$ cat src/design/cacc_ram.sv
// Generic simple dual-port RAM: one write port, one registered read port.
// No dependencies.
module cacc_ram #(
  parameter int WIDTH = 8,
  parameter int DEPTH = 16
) (
  input  logic                     clk,
  input  logic                     we,
  input  logic [$clog2(DEPTH)-1:0] waddr,
  input  logic [WIDTH-1:0]         wdata,
  input  logic [$clog2(DEPTH)-1:0] raddr,
  output logic [WIDTH-1:0]         rdata
);

  logic [WIDTH-1:0] mem [DEPTH];

  always_ff @(posedge clk) begin
    if (we) begin
      mem[waddr] <= wdata;
    end
    rdata <= mem[raddr];
  end

endmodule

$ cat config.mk
export PLATFORM = sky130hd
export DESIGN_NAME = cacc_ram
export DESIGN_NICKNAME = d
export VERILOG_FILES = /design/src/design/cacc_ram.sv
export SDC_FILE = /design/constraint.sdc
export NUM_CORES = 1
export LEC_CHECK = 0
export BUFFER_PORTS_ARGS = -buffer_cell sky130_fd_sc_hd__buf_4
export CAP_MARGIN = 0
export CORE_AREA = 2 2 91 136
export DETAILED_ROUTE_END_ITERATION = 10
export DIE_AREA = 0 0 93 138
export GPL_ROUTABILITY_DRIVEN = 0
export SYNTH_ARGS = -nofsm -noshare
export SYNTH_HDL_FRONTEND = slang
export SYNTH_SLANG_ARGS = --single-unit
$ cat constraint.sdc
create_clock -name clk -period 3.18 [get_ports clk]
set_input_delay 0.636 -clock clk [delete_from_list [all_inputs] [get_ports clk]]
set_output_delay 0.636 -clock clk [all_outputs]
set_load 0.005 [all_outputs]
# --- Yosys cells after proc, flatten, opt, wreduce, memory -nomap -nowiden ---
# Memory sizes are Yosys's and may differ from the RTL's. A register that Yosys moved wholly into a read port is not among the register bits.
# Cells that the tools add are included.
totals:
  reg_bits: 0
  latch_bits: 0
  ram_bits: 128
  mem_bits_ro: 0
  out_inout_bits: 8
  word_cells: 3
  n_memories: 1
op_classes:
  n_addsub: 0
  mul: 0
  div_mod_pow: 0
  order_cmp: 0
  n_eq_ne: 0
  shift: 0
  muxes: 2
  bitwise: 0
  reduce_logical: 0
mem_list:
  columns: ["memory", "depth", "width", "rd", "rd_clocked_by_memory_dff", "write_ports", "line_no", "text"]
  rows:
  - ["mem", 16, 8, 1, 1, 1, "15", "logic [WIDTH-1:0] mem [DEPTH];"]
op_table:
  columns: ["operator", "count"]
  rows:
  - ["two-way mux 1 bit", 2]

# --- Longest topological paths before layout ---
depth:
  depth_word: 2
  ltp_mapped: 5
  mapped_depth_nobuf: 3

# --- Least setup slack after synthesis ---
# Ideal clock, no wire load.
synth_timing:
  path_type: "input to register"
  from: "input port waddr[2]"
  to: "memory mem[0][0], enable pin"
  setup_time_ns: 0.383
  arrival_ns: 1.746
  slack_ns: 1.051
  path_stages: 2
  path_buffers: 0
  path_cell_list: "or3b_2 -> nor3_1"
synth_rtl:
  columns: ["item", "line_no", "text"]
  rows:
  - ["start, declared", "9", "input logic [$clog2(DEPTH)-1:0] waddr,"]
  - ["end, declared", "15", null]
# Straight into the memory's write port.

# --- Worst setup path in the final report ---
layout_timing:
  from: "input port waddr[2]"
  to: "memory mem[3][1], enable pin"
# Straight into the memory's write port.

==> reports/qor.txt <==
Area of the mapped netlist - 0.00515 sq mm
Number of gates given a new drive strength after cts - 0
# port buffers - 25
Critical Path Start Type - input port
Hold depth - 1
Cells after synthesis - 229
Post-Route Setup TNS - 0 ns
Status - finished, final reports clean
Post-CTS Setup Repair Bufs - 0
Layout Skew - 0.00348 ns
Final HPWL DP - 6410 um
Final Max Slew Viols - 0
DR vias - 2401
Die Wd - 93 um
Sequential share of the synthesized area - 0.778
YS warnings - 0
Mean Syn Cell Area - 22.5 sq um
Via-to-Cell Ratio - 5.41
Hold Path Class - in2reg
# fillers - 954
Cts hold-fix bufs - 0
Antenna viol nets, final - 0
Dpl cell area - 0.00555 sq mm
N_diodes - 0
Power density over cell area - 674 mW/mm^2
Post-synth EDFFs - 128
Tot GR Track Use - 0.170
CP arrival - 1.97 ns
CTS tree - done
Post-synth ARST share - 0
Die Ht - 138 um
Max-Slew Margin vs Limit - 0.402
Maximum fanout along the worst path - 8
Drt first pass iters - 4
Max Root-Sink Buffers - 2
Global-route wire length before repair - 15200 um
H-tree levels - 4
NumNets Final - 296
F_max - 0.516 GHz
Starting Density - 0.437
Clock sink count - 136
Final setup violation count - 0
Cell leakage power - 2.09 nW
Synthesis-to-finish area growth - 19.3%
Maximum vdd drop - 0.395 mV
Synth Register Bits - 136
Die area - 0.0128 sq mm
R2R cell count - 3
Part of the cycle the worst path needs - 0.609
Critical Path End Type - register
TritonCTS Buffers - 17
Cell chosen for the clock root - clkbuf_16
Std-Cell Rows - 49
Core area - 0.0118 sq mm
Top Ports - 26
Min cycle time layout - 1.94 ns
Synth Flop Type - edfxtp_1
Synth unique cells - 19
DR WL/cell - 22.6 um
Finished Cell Area - 0.00614 sq mm
Gr ovfl total - 0
Worst EP required - 3.21 ns
Worst Path Class, Setup - in2reg
Layout cells sized above 1 - 0.299
Initial antenna violation count - 0
Worst Tran Pin Value - 0.893 ns
Syn Nets - 247
RSZ-0062 raised after global routing - false
Final wirelength - 10100 um
Maximum number of pins on one net before global-route repair - 33
Final hold violation count - 0
Clock latency on the worst-skew pair - 0.41 ns
Vias in the first global route - 2531
Clk slew on worst S/H paths - 0.06 ns
MaxCap Viol Count - 0
Pre-CTS WS - 0.798 ns
Starting DRT DRC Count - 145
Worst setup margin - 1.24 ns
DRC - 0
per-layer routing:
layer / up-vias / wire [um] / track usage
li1: 1072 / - / -
met1: 1247 / 3710 / 0.196
met2: 71 / 5710 / 0.300
met3: 11 / 438 / 0.0431
met4: 0 / 191 / 0.0666
met5: - / 0 / 0
cell usage in the layout (no fill, tap or decap), drive strengths merged:
master      n
nand3b      2
dfxtp       8
edfxtp    128
and2        1
nand3       1
bufinv      3
nand2b      2
clkinvlp    1
clkbuf     23
buf        40
and2b       1
mux4       32
a22oi      16
clkinv      5
nor2       13
nand2       9
nor2b       1
or3b        1
nor3        4
per-stage QoR:
stage / utilization / total power, mW / cells / hold slack, ns
after floorplan: - / 2.15 / 229 / 0.629
after global placement: 0.472 / 2.24 / 412 / 0.658
after CTS: 0.522 / 4.17 / 444 / 0.529
after detailed placement: 0.472 / 2.25 / 412 / 0.671
final: 0.522 / 4.14 / 444 / 0.539
after global routing: 0.522 / 4.24 / 444 / 0.545
critical path, cell delays in order:
cell    delay [ns]
buf_4         0.12
or3b_2        0.51
nor2_1        0.70
final timing paths:
path | from | slack, ns | end
hold / removal | wdata[0] | 0.54 | mem[5][0]$_DFFE_PP_
setup / recovery | waddr[2] | 1.24 | mem[3][1]$_DFFE_PP_
setup reg to reg | mem[1][2]$_DFFE_PP_ | 1.82 | rdata[2]$_DFF_P_
hold reg to reg | mem[12][1]$_DFFE_PP_ | 0.67 | rdata[1]$_DFF_P_
kinds of logic (layout without fill, tap and decap cells):
group / after synthesis / after routing / share of synthesized area
AOI/OAI and AO/OA: 16 / 16 / 0.0233
DFF: 136 / 136 / 0.778
and+or+nand+nor: 35 / 35 / 0.0318
buffers and inverters: 10 / 72 / 0.0168
muxes: 32 / 32 / 0.150
synth_stat cells, drive strengths merged (2+ instances only):
master	count	area share
nor2	13	0.0095
clkdlybuf4s25	3	0.0058
nand2b	2	0.0024
edfxtp	128	0.75
mux4	32	0.15
buf	7	0.011
nand3b	2	0.0029
a22oi	16	0.023
nand2	9	0.0066
dfxtp	8	0.031
nor3	4	0.0039
final cells by class:
class	count	area (sq um)	area share
tap	153	191	0.0312
clock inverter	9	123	0.0200
sequential	136	4000	0.652
clock buffer	23	468	0.0762
timing repair buffer	40	300	0.0489
multi-input combinational	83	1060	0.172
registers in the layout (all words and copies together), names as in the netlist:
signal,cells
mem,128
rdata,8
power breakdown:
| part | switching (mW) | internal (mW) | total (mW) |
|---|---|---|---|
| combinational | 0.103 | 0.0867 | 0.189 |
| sequential | 0.0135 | 2.01 | 2.02 |
| clock | 0.666 | 1.27 | 1.93 |
(Power assumes the default switching activity.)
