==> src/design/cacc_pkg.sv <==
// Package for the chain atom clash check unit.
// Holds default parameters, item codes, class codes and inter-module structs.
// No dependencies.
package cacc_pkg;

  localparam int DEF_MAX_ATOMS  = 1024;
  localparam int DEF_COORD_BITS = 20;
  localparam int DEF_ATOM_TYPES = 3;

  localparam int POS_BITS   = 10;
  localparam int TYPE_BITS  = 2;
  localparam int INDEX_BITS = 5;
  localparam int THR_BITS   = 32;
  localparam int AXIS_BITS  = 16;
  localparam int SQ_BITS    = 2 * AXIS_BITS;
  localparam int SUM_BITS   = SQ_BITS + 2;

  localparam int CLASS_COUNT = 3;
  localparam int MIN_SEP     = 3;

  localparam logic KIND_LOAD = 1'b0;
  localparam logic KIND_ATOM = 1'b1;

  localparam logic [1:0] CLS_NEAR = 2'd0;
  localparam logic [1:0] CLS_MID  = 2'd1;
  localparam logic [1:0] CLS_FAR  = 2'd2;

  typedef struct packed {
    logic                  en;
    logic [INDEX_BITS-1:0] index;
    logic [THR_BITS-1:0]   value;
  } thr_load_t;

  typedef struct packed {
    logic       valid;
    logic       last;
    logic [1:0] cls;
  } pair_ctl_t;

  typedef struct packed {
    logic valid;
    logic last;
    logic hit;
  } pair_res_t;

endpackage

==> src/design/cacc_ram.sv <==
// Generic simple dual-port RAM: one write port, one registered read port.
// No dependencies.
module cacc_ram #(
  parameter int WIDTH = 8,
  parameter int DEPTH = 16
) (
  input  logic                     clk,
  input  logic                     we,
  input  logic [$clog2(DEPTH)-1:0] waddr,
  input  logic [WIDTH-1:0]         wdata,
  input  logic [$clog2(DEPTH)-1:0] raddr,
  output logic [WIDTH-1:0]         rdata
);

  logic [WIDTH-1:0] mem [DEPTH];

  always_ff @(posedge clk) begin
    if (we) begin
      mem[waddr] <= wdata;
    end
    rdata <= mem[raddr];
  end

endmodule

==> src/design/cacc_pair_pipe.sv <==
// Pair check pipeline: axis differences, threshold table lookup, squares, compare.
// Holds the threshold table RAM and its valid bits. Uses cacc_pkg and cacc_ram.
module cacc_pair_pipe #(
  parameter int COORD_BITS = cacc_pkg::DEF_COORD_BITS,
  parameter int ATOM_TYPES = cacc_pkg::DEF_ATOM_TYPES
) (
  input  logic                        clk,
  input  logic                        rst,
  input  cacc_pkg::thr_load_t         load,
  input  cacc_pkg::pair_ctl_t         ctl,
  input  logic                        kill,
  input  logic [3*COORD_BITS+1:0]     new_atom,
  input  logic [3*COORD_BITS+1:0]     old_atom,
  output cacc_pkg::pair_res_t         res
);
  import cacc_pkg::*;

  localparam int TABLE_SIZE = ATOM_TYPES * ATOM_TYPES * CLASS_COUNT;
  localparam int TIDX_W     = $clog2(TABLE_SIZE);
  localparam int DIFF_W     = COORD_BITS + 1;

  function automatic logic [DIFF_W-1:0] abs_diff(input logic signed [COORD_BITS-1:0] a,
                                                  input logic signed [COORD_BITS-1:0] b);
    logic signed [DIFF_W-1:0] d;
    d = DIFF_W'(a) - DIFF_W'(b);
    return d[DIFF_W-1] ? DIFF_W'(-d) : DIFF_W'(d);
  endfunction

  // stage 0: aligned with atom store read data
  logic        s0_vld, s0_last;
  logic [1:0]  s0_cls;

  // stage 1 combinational
  logic [DIFF_W-1:0]    mx, my, mz;
  logic                 far;
  logic [TYPE_BITS-1:0] tnew, told;
  logic                 tok;
  logic [TIDX_W-1:0]    thr_raddr, thr_waddr;
  logic                 thr_we;
  logic [THR_BITS-1:0]  thr_rdata;
  logic [TABLE_SIZE-1:0] thr_vld;

  // stage 1 registers
  logic                 s1_vld, s1_last, s1_far, s1_tok, s1_tvld;
  logic [AXIS_BITS-1:0] s1_mx, s1_my, s1_mz;

  // stage 2 registers
  logic                 s2_vld, s2_last, s2_far;
  logic [THR_BITS-1:0]  s2_thr;
  logic [SQ_BITS-1:0]   s2_sx, s2_sy, s2_sz;

  logic [THR_BITS-1:0]  thr_eff;
  logic [SUM_BITS-1:0]  dist_sq;

  always_comb begin
    mx   = abs_diff(new_atom[COORD_BITS-1:0], old_atom[COORD_BITS-1:0]);
    my   = abs_diff(new_atom[2*COORD_BITS-1:COORD_BITS], old_atom[2*COORD_BITS-1:COORD_BITS]);
    mz   = abs_diff(new_atom[3*COORD_BITS-1:2*COORD_BITS],
                    old_atom[3*COORD_BITS-1:2*COORD_BITS]);
    far  = ((mx >> AXIS_BITS) != '0) || ((my >> AXIS_BITS) != '0) ||
           ((mz >> AXIS_BITS) != '0);
    tnew = new_atom[3*COORD_BITS+1:3*COORD_BITS];
    told = old_atom[3*COORD_BITS+1:3*COORD_BITS];
    tok  = (int'(tnew) < ATOM_TYPES) && (int'(told) < ATOM_TYPES);
    thr_raddr = tok ? TIDX_W'((int'(tnew) * ATOM_TYPES + int'(told)) * CLASS_COUNT
                              + int'(s0_cls))
                    : '0;
  end

  assign thr_we    = load.en && (int'(load.index) < TABLE_SIZE);
  assign thr_waddr = TIDX_W'(load.index);

  cacc_ram #(
    .WIDTH (THR_BITS),
    .DEPTH (TABLE_SIZE)
  ) u_thr_ram (
    .clk   (clk),
    .we    (thr_we),
    .waddr (thr_waddr),
    .wdata (load.value),
    .raddr (thr_raddr),
    .rdata (thr_rdata)
  );

  always_ff @(posedge clk) begin
    if (rst) begin
      thr_vld <= '0;
    end else if (thr_we) begin
      thr_vld[thr_waddr] <= 1'b1;
    end
  end

  always_ff @(posedge clk) begin
    if (rst) begin
      s0_vld <= 1'b0;
      s1_vld <= 1'b0;
      s2_vld <= 1'b0;
    end else begin
      s0_vld <= ctl.valid && !kill;
      s1_vld <= s0_vld && !kill;
      s2_vld <= s1_vld && !kill;
    end
  end

  assign thr_eff = (s1_tok && s1_tvld) ? thr_rdata : '0;

  always_ff @(posedge clk) begin
    s0_last <= ctl.last;
    s0_cls  <= ctl.cls;
    s1_last <= s0_last;
    s1_far  <= far;
    s1_tok  <= tok;
    s1_tvld <= thr_vld[thr_raddr];
    s1_mx   <= AXIS_BITS'(mx);
    s1_my   <= AXIS_BITS'(my);
    s1_mz   <= AXIS_BITS'(mz);
    s2_last <= s1_last;
    s2_far  <= s1_far;
    s2_thr  <= thr_eff;
    s2_sx   <= SQ_BITS'(s1_mx) * SQ_BITS'(s1_mx);
    s2_sy   <= SQ_BITS'(s1_my) * SQ_BITS'(s1_my);
    s2_sz   <= SQ_BITS'(s1_mz) * SQ_BITS'(s1_mz);
  end

  assign dist_sq   = SUM_BITS'(s2_sx) + SUM_BITS'(s2_sy) + SUM_BITS'(s2_sz);
  assign res.valid = s2_vld;
  assign res.last  = s2_last;
  assign res.hit   = !s2_far && (dist_sq < SUM_BITS'(s2_thr));

endmodule

==> config.mk <==
export PLATFORM = sky130hd
export DESIGN_NAME = cacc_pair_pipe
export DESIGN_NICKNAME = d
export VERILOG_FILES = /design/src/design/cacc_pkg.sv /design/src/design/cacc_ram.sv /design/src/design/cacc_pair_pipe.sv
export SDC_FILE = /design/constraint.sdc
export NUM_CORES = 2
export LEC_CHECK = 0
export ABC_AREA = 1
export BUFFER_PORTS_ARGS = -buffer_cell sky130_fd_sc_hd__buf_2
export CORE_MARGIN = 5
export CORE_UTILIZATION = 45
export DETAILED_ROUTE_END_ITERATION = 12
export GPL_ROUTABILITY_DRIVEN = 0
export GPL_TIMING_DRIVEN = 0
export PLACE_DENSITY = 0.67
export SYNTH_ARGS = -nofsm -noshare
export SYNTH_HDL_FRONTEND = slang
export SYNTH_HIERARCHICAL = 1
export SYNTH_SLANG_ARGS = --single-unit
==> constraint.sdc <==
create_clock -name clk -period 12.8 [get_ports clk]
set_input_delay 1.28 -clock clk [delete_from_list [all_inputs] [get_ports clk]]
set_output_delay 1.28 -clock clk [all_outputs]
set_load 0.005 [all_outputs]
* Word level (Yosys, flattened, before mapping)
Memories as Yosys holds them, arrays and structs flattened. A register that Yosys moved wholly into a read port is not among the register bits.
Cells that the tools add are included.
** Storage, ports and cells
- Memory bits (read-only) :: 0
- Logic and storage cells :: 68
- Latch bits :: 0
- Memories kept :: 1
- Memory bits (writable) :: 864
- Register bits :: 215
- Output and inout bits :: 3
** Memory list
- u_thr_ram.mem :: words 27, width 32, rd ports 1, clocked after Yosys merged registers in 1, wr ports 1, line cacc_ram.sv:15 : logic [WIDTH-1:0] mem [DEPTH];
** Operators by class
- Reduce and logical (&&, ||, !) cells :: 15
- Multiply operators :: 5
- Multiplexer cells :: 10
- $lt $le $gt $ge :: 7
- Equality and inequality tests :: 0
- Bitwise operators :: 1
- Div/mod/pow operators :: 0
- Add/sub/neg operators :: 10
- Shift-type cells :: 0
** Operators by type and width (count)
- multiplier 16 x 16 -> 32 bit :: 3
- two-way mux 21 bit :: 3
- negator 21 bit :: 3
- nonzero test 21 bit :: 3
- subtractor 20 x 20 -> 21 bit :: 3
- adder 33 x 32 -> 34 bit :: 1
- less-than comparator 34 x 32 -> 1 bit :: 1
- adder 32 x 32 -> 33 bit :: 1
- OR 27 bit :: 1
- less-than comparator 5 x 6 -> 1 bit (second input constant) :: 2
- logical AND 1 bit :: 8
- adder 4 x 2 -> 5 bit :: 1
- adder 5 x 2 -> 5 bit :: 1
- binary-select mux 1 bit (select 5 bit) :: 1
- demux 1 bit (select 5 bit) :: 1
- >= comparator 5 x 1 -> 1 bit (second input constant) :: 1
- less-than comparator 5 bit (second input constant) :: 1
- multiplier 5 x 2 -> 5 bit (second input constant) :: 1
- two-way mux 5 bit :: 1
- less-than comparator 2 bit (second input constant) :: 2
- multiplier 2 x 2 -> 4 bit (second input constant) :: 1
- two-way mux 1 bit :: 4
- zero test 1 bit :: 2
- logical OR 1 bit :: 2

* Longest topological paths before layout
- Word-level depth :: 7
- Gate-level depth with buffers :: 28

* Modules after synthesis
Netlist, hierarchy kept.
** Modules (own cells, without submodules)
- cacc_pair_pipe :: area each 36303.6 um2, sequential area each 4244.1 um2, instances 1, cells each 4826
- cacc_ram :: area each 35332.6 um2, sequential area each 26585.5 um2, instances 1, cells each 2950

* Least setup slack after synthesis
OpenSTA, ideal clock, no wires.
- Path type :: register to register
- Start point :: register s1_my[13]
- End point :: register s2_sy[29]
- Setup time :: 112 ps
- Path buffers :: 2
- Arrival :: 5629 ps
- Stages on the path, launching flop included :: 25
- Clock period less this slack :: 5741 ps
- Required time :: 12688 ps
- Setup slack :: 7059 ps
- Path through :: dfxtp_1 clkbuf_1 clkbuf_1 nand2_1 fa_1 fa_1 inv_1 fa_1 fa_1 fa_1 inv_1 fa_1 inv_1 ha_1 a21oi_1 inv_1 a31oi_1 a21boi_1 o21ai_0 a21oi_1 o21ai_1 nand2_1 nand2_1 nand2_1 nand2_1
** Between the ends
- Cells in the longest elaborated chain, start to end :: 1
** Ends and longest elaborated chain
- start: declaration :: line cacc_pair_pipe.sv:45 : logic [AXIS_BITS-1:0] s1_mx, s1_my, s1_mz;
- start signal: assignment :: line cacc_pair_pipe.sv:115 : s1_my <= AXIS_BITS'(my);
- multiplier 16 x 16 -> 32 bit :: line cacc_pair_pipe.sv:121 : s2_sy <= SQ_BITS'(s1_my) * SQ_BITS'(s1_my);
- end signal: assignment :: line cacc_pair_pipe.sv:121
- end: declaration :: line cacc_pair_pipe.sv:50 : logic [SQ_BITS-1:0] s2_sx, s2_sy, s2_sz;
No other way between the ends.
A chain may end at the register's enable or synchronous reset.

* Final worst setup path
- Start point :: register s1_mx[11]
- End point :: register s2_sx[26]
** Between the ends
- Cells in the longest elaborated chain, start to end :: 1
** Ends and longest elaborated chain
- start: declaration :: line cacc_pair_pipe.sv:45
- start signal: assignment :: line cacc_pair_pipe.sv:114 : s1_mx <= AXIS_BITS'(mx);
- multiplier 16 x 16 -> 32 bit :: line cacc_pair_pipe.sv:120 : s2_sx <= SQ_BITS'(s1_mx) * SQ_BITS'(s1_mx);
- end signal: assignment :: line cacc_pair_pipe.sv:120
- end: declaration :: line cacc_pair_pipe.sv:50
No other way between the ends.

==> metrics <==
commonest non-fill, non-tap cell in the layout=nand2_1; Slew Limit Fails=0; RSZ-0062 raised after global routing=false; final net count=9218; XOR/XNOR Fraction of Synth Area=2.30%; Clock Skews=0.0672 ns; H-tree levels=3; Post-DRT Antenna Nets=0; post-synthesis adder-cell area fraction=22.3%; CTS tree=yes; GRT Util Overall=22.9%; Max-slew headroom=28.5%; Crit Path Class=reg2reg; Hold Path Depth=0; WL final=~190000 µm; Least-Margin Pin Slew=~1.1 ns; post-synthesis mux area share=0%; Post-Layout Cell Count=between 10000 and 15000; DRT Pass-1 Iters=9; Root Buffer=clkbuf_16; GR Util met1=28.6%; met3 Usage GRT=3.18%; Die Footprint=between 150000 and 200000 µm²; Synth Area per Inst=9.21 µm²; status=completed; pre-CTS setup slack=5.90 ns; grt peak-use layer=met2; met2 usage=39.8%; TritonCTS Buffers=112; hold_buf cts=0; core area=158000 µm²; Async S/R FF share, synth=0%; post-CTS sizing=0; Worst Hold Launch=s1_far$_DFF_P_; Initial DRC Count=4601; simple-gate area share of the yosys netlist=19.7%; worst min path class=reg2reg; drt wl/cell=18.9 µm; Synth Area in Compound Gates=under 10%; critical path launch point type=register; CP required=13.43 ns; placed wire-length estimate=between 100000 and 150000 µm; Clock transition at path regs=0.06 ns; Residual DRC=0; vias=about 54000; Hold EP=s2_far$_DFF_P_; EDFF count, synth=864; register area share after synthesis=43.0%; Post-CTS Setup Repair Bufs=0; worst reg-to-reg setup slack=5.83 ns; Final Util=50.3%; vias per cell=5.27; Crit Reg-Reg Endpoint=s2_sx[26]$_DFF_P_; Cells after Synth=7776; DIE HEIGHT=409 µm; synth unique cells=55; Seq cells post-synth=1108; first-pass GRT wire length=301000 µm; number of global-route vias before repair=54400; CTS Buffer Depth=3; Total Negative Setup Slacks=0 ns; placed insts=roughly 10000; cell depth of the worst flop-to-flop path=22; max-cap violations=0; Synth-to-Final Area Change=11.2%; Netlist Area Pre-Place=71600 µm²; initial antenna violation count=11; final worst setup slack=5.83 ns; Synth Warn #=6; largest net degree at the start of global routing=30; RR Startpoint=s1_mx[11]$_DFF_P_; CP Data Arrival Time=about 7.6 ns; CTS Sinks=between 1000 and 1500; Die Width=409 µm; boundary pin count=172; share of post-route cells with drive strength above 1=7.03%; most frequent cells in the layout=2192 x nand2_1, 1312 x inv_1, 864 x edfxtp_1; Primary FF master, synth=edfxtp_1; Final min period=6.97 ns; Hold Vio Cnt, Final=0; main combinational cell family by area after synthesis=adder cells; grt total ovfl=0; Crit. End Element=register; setup violators final=0; fin crit share=54.4%; port bufs=170; clock latency on the worst-skew pair=approximately 0.76 ns; maximum fanout along the worst path=10; Rows=146; Initial Util=roughly 45%; maximum clock rate=144 MHz
==> Yosys cell counts, types with 29 or more instances <==
library cell / number / share of area [%]
fa_1: 525 / 15
inv_1: 1312 / 6.9
buf_1: 29 / 0.15
ha_1: 436 / 7.6
a21oi_1: 281 / 2.0
nand2_1: 2192 / 11
xnor2_1: 54 / 0.66
edfxtp_1: 864 / 36
buf_2: 95 / 0.66
nand3_1: 772 / 5.4
o21ai_0: 100 / 0.70
nor2_1: 283 / 1.5
nor3_1: 37 / 0.26
clkbuf_1: 146 / 0.77
dfxtp_1: 244 / 6.8
xor2_1: 134 / 1.6
nand4_1: 33 / 0.29
==> critical path, stage by stage, from the launching register on <==
cell and delay, ns:
dfxtp_1 0.39, clkbuf_1 0.51, clkbuf_1 0.61, nand2_1 0.17, fa_1 0.55, fa_1 0.55, inv_1 0.06, fa_1 0.49
fa_1 0.54, fa_1 0.52, inv_1 0.06, fa_1 0.49, inv_1 0.05, ha_1 0.32, a21oi_1 0.22, o21ai_0 0.11
a21oi_1 0.38, o21ai_1 0.17, a21oi_1 0.27, o21ai_1 0.15, nand2_1 0.08, nand2_1 0.05, xor2_1 0.15
==> worst max-delay path by stage <==
stage               slack [ns]                end         startpoint
floorplan                 7.06  s2_sy[29]$_DFF_P_  s1_my[13]$_DFF_P_
global placement          5.93  s2_sx[26]$_DFF_P_  s1_mx[11]$_DFF_P_
detailed placement        5.90  s2_sx[26]$_DFF_P_  s1_mx[11]$_DFF_P_
CTS                       5.91  s2_sx[26]$_DFF_P_  s1_mx[11]$_DFF_P_
global route              5.43  s2_sy[29]$_DFF_P_   s1_my[4]$_DFF_P_
finish                    5.83  s2_sx[26]$_DFF_P_  s1_mx[11]$_DFF_P_
==> cells by family (layout without fill, tap and decap cells) <==
kind of cell | count (synthesis) | count (layout)
AND/OR/NAND/NOR | 3399 | 3399
other | 2 | 17
buffers and inverters | 1607 | 2009
flip-flops | 1108 | 1108
AO/OA/AOI/OAI | 511 | 511
XOR/XNOR | 188 | 188
adder cells (fa/ha/maj) | 961 | 961
==> registers in the layout, indices dropped and copies added (netlist names), 2 cells and up <==
signal	count
u_thr_ram/mem	864
s2_thr	32
u_thr_ram/rdata	32
s2_sx	31
s2_sy	31
s2_sz	31
thr_vld	27
s1_mx	16
s1_my	16
s1_mz	16
s0_cls	2
==> per-layer routing <==
layer | wire length (µm) | up-vias | share of wire, %
met4 | 8890 | 8 | 4.6
met5 | 57 | - | 0.029
li1 | - | 25400 | -
met2 | 94900 | 2051 | 49
met3 | 14100 | 441 | 7.3
met1 | 76100 | 26100 | 39
==> metrics by stage <==
stage               hold WS (ns)  area [µm²]
floorplan                  0.310       71600
global placement           0.314       75100
detailed placement         0.319       75900
CTS                        0.338       79600
global route               0.345       79600
finish                     0.336       79700
==> area by class of cell <==
class / count / area (µm²)
clock buffers: 146 / 3120
inverters: 1320 / 4950
well taps: 2072 / 2590
repair buffers: 197 / 1450
clock inverters: 59 / 632
flip-flops and latches: 1108 / 30800
multi-input cells: 5062 / 34800
fillers: 14300 / 78700
plain buffers: 287 / 1260
diodes: 14 / 35.0
Power is not shown: default switching activity piles up to over one toggle a cycle in this logic, so the estimate is an artifact.
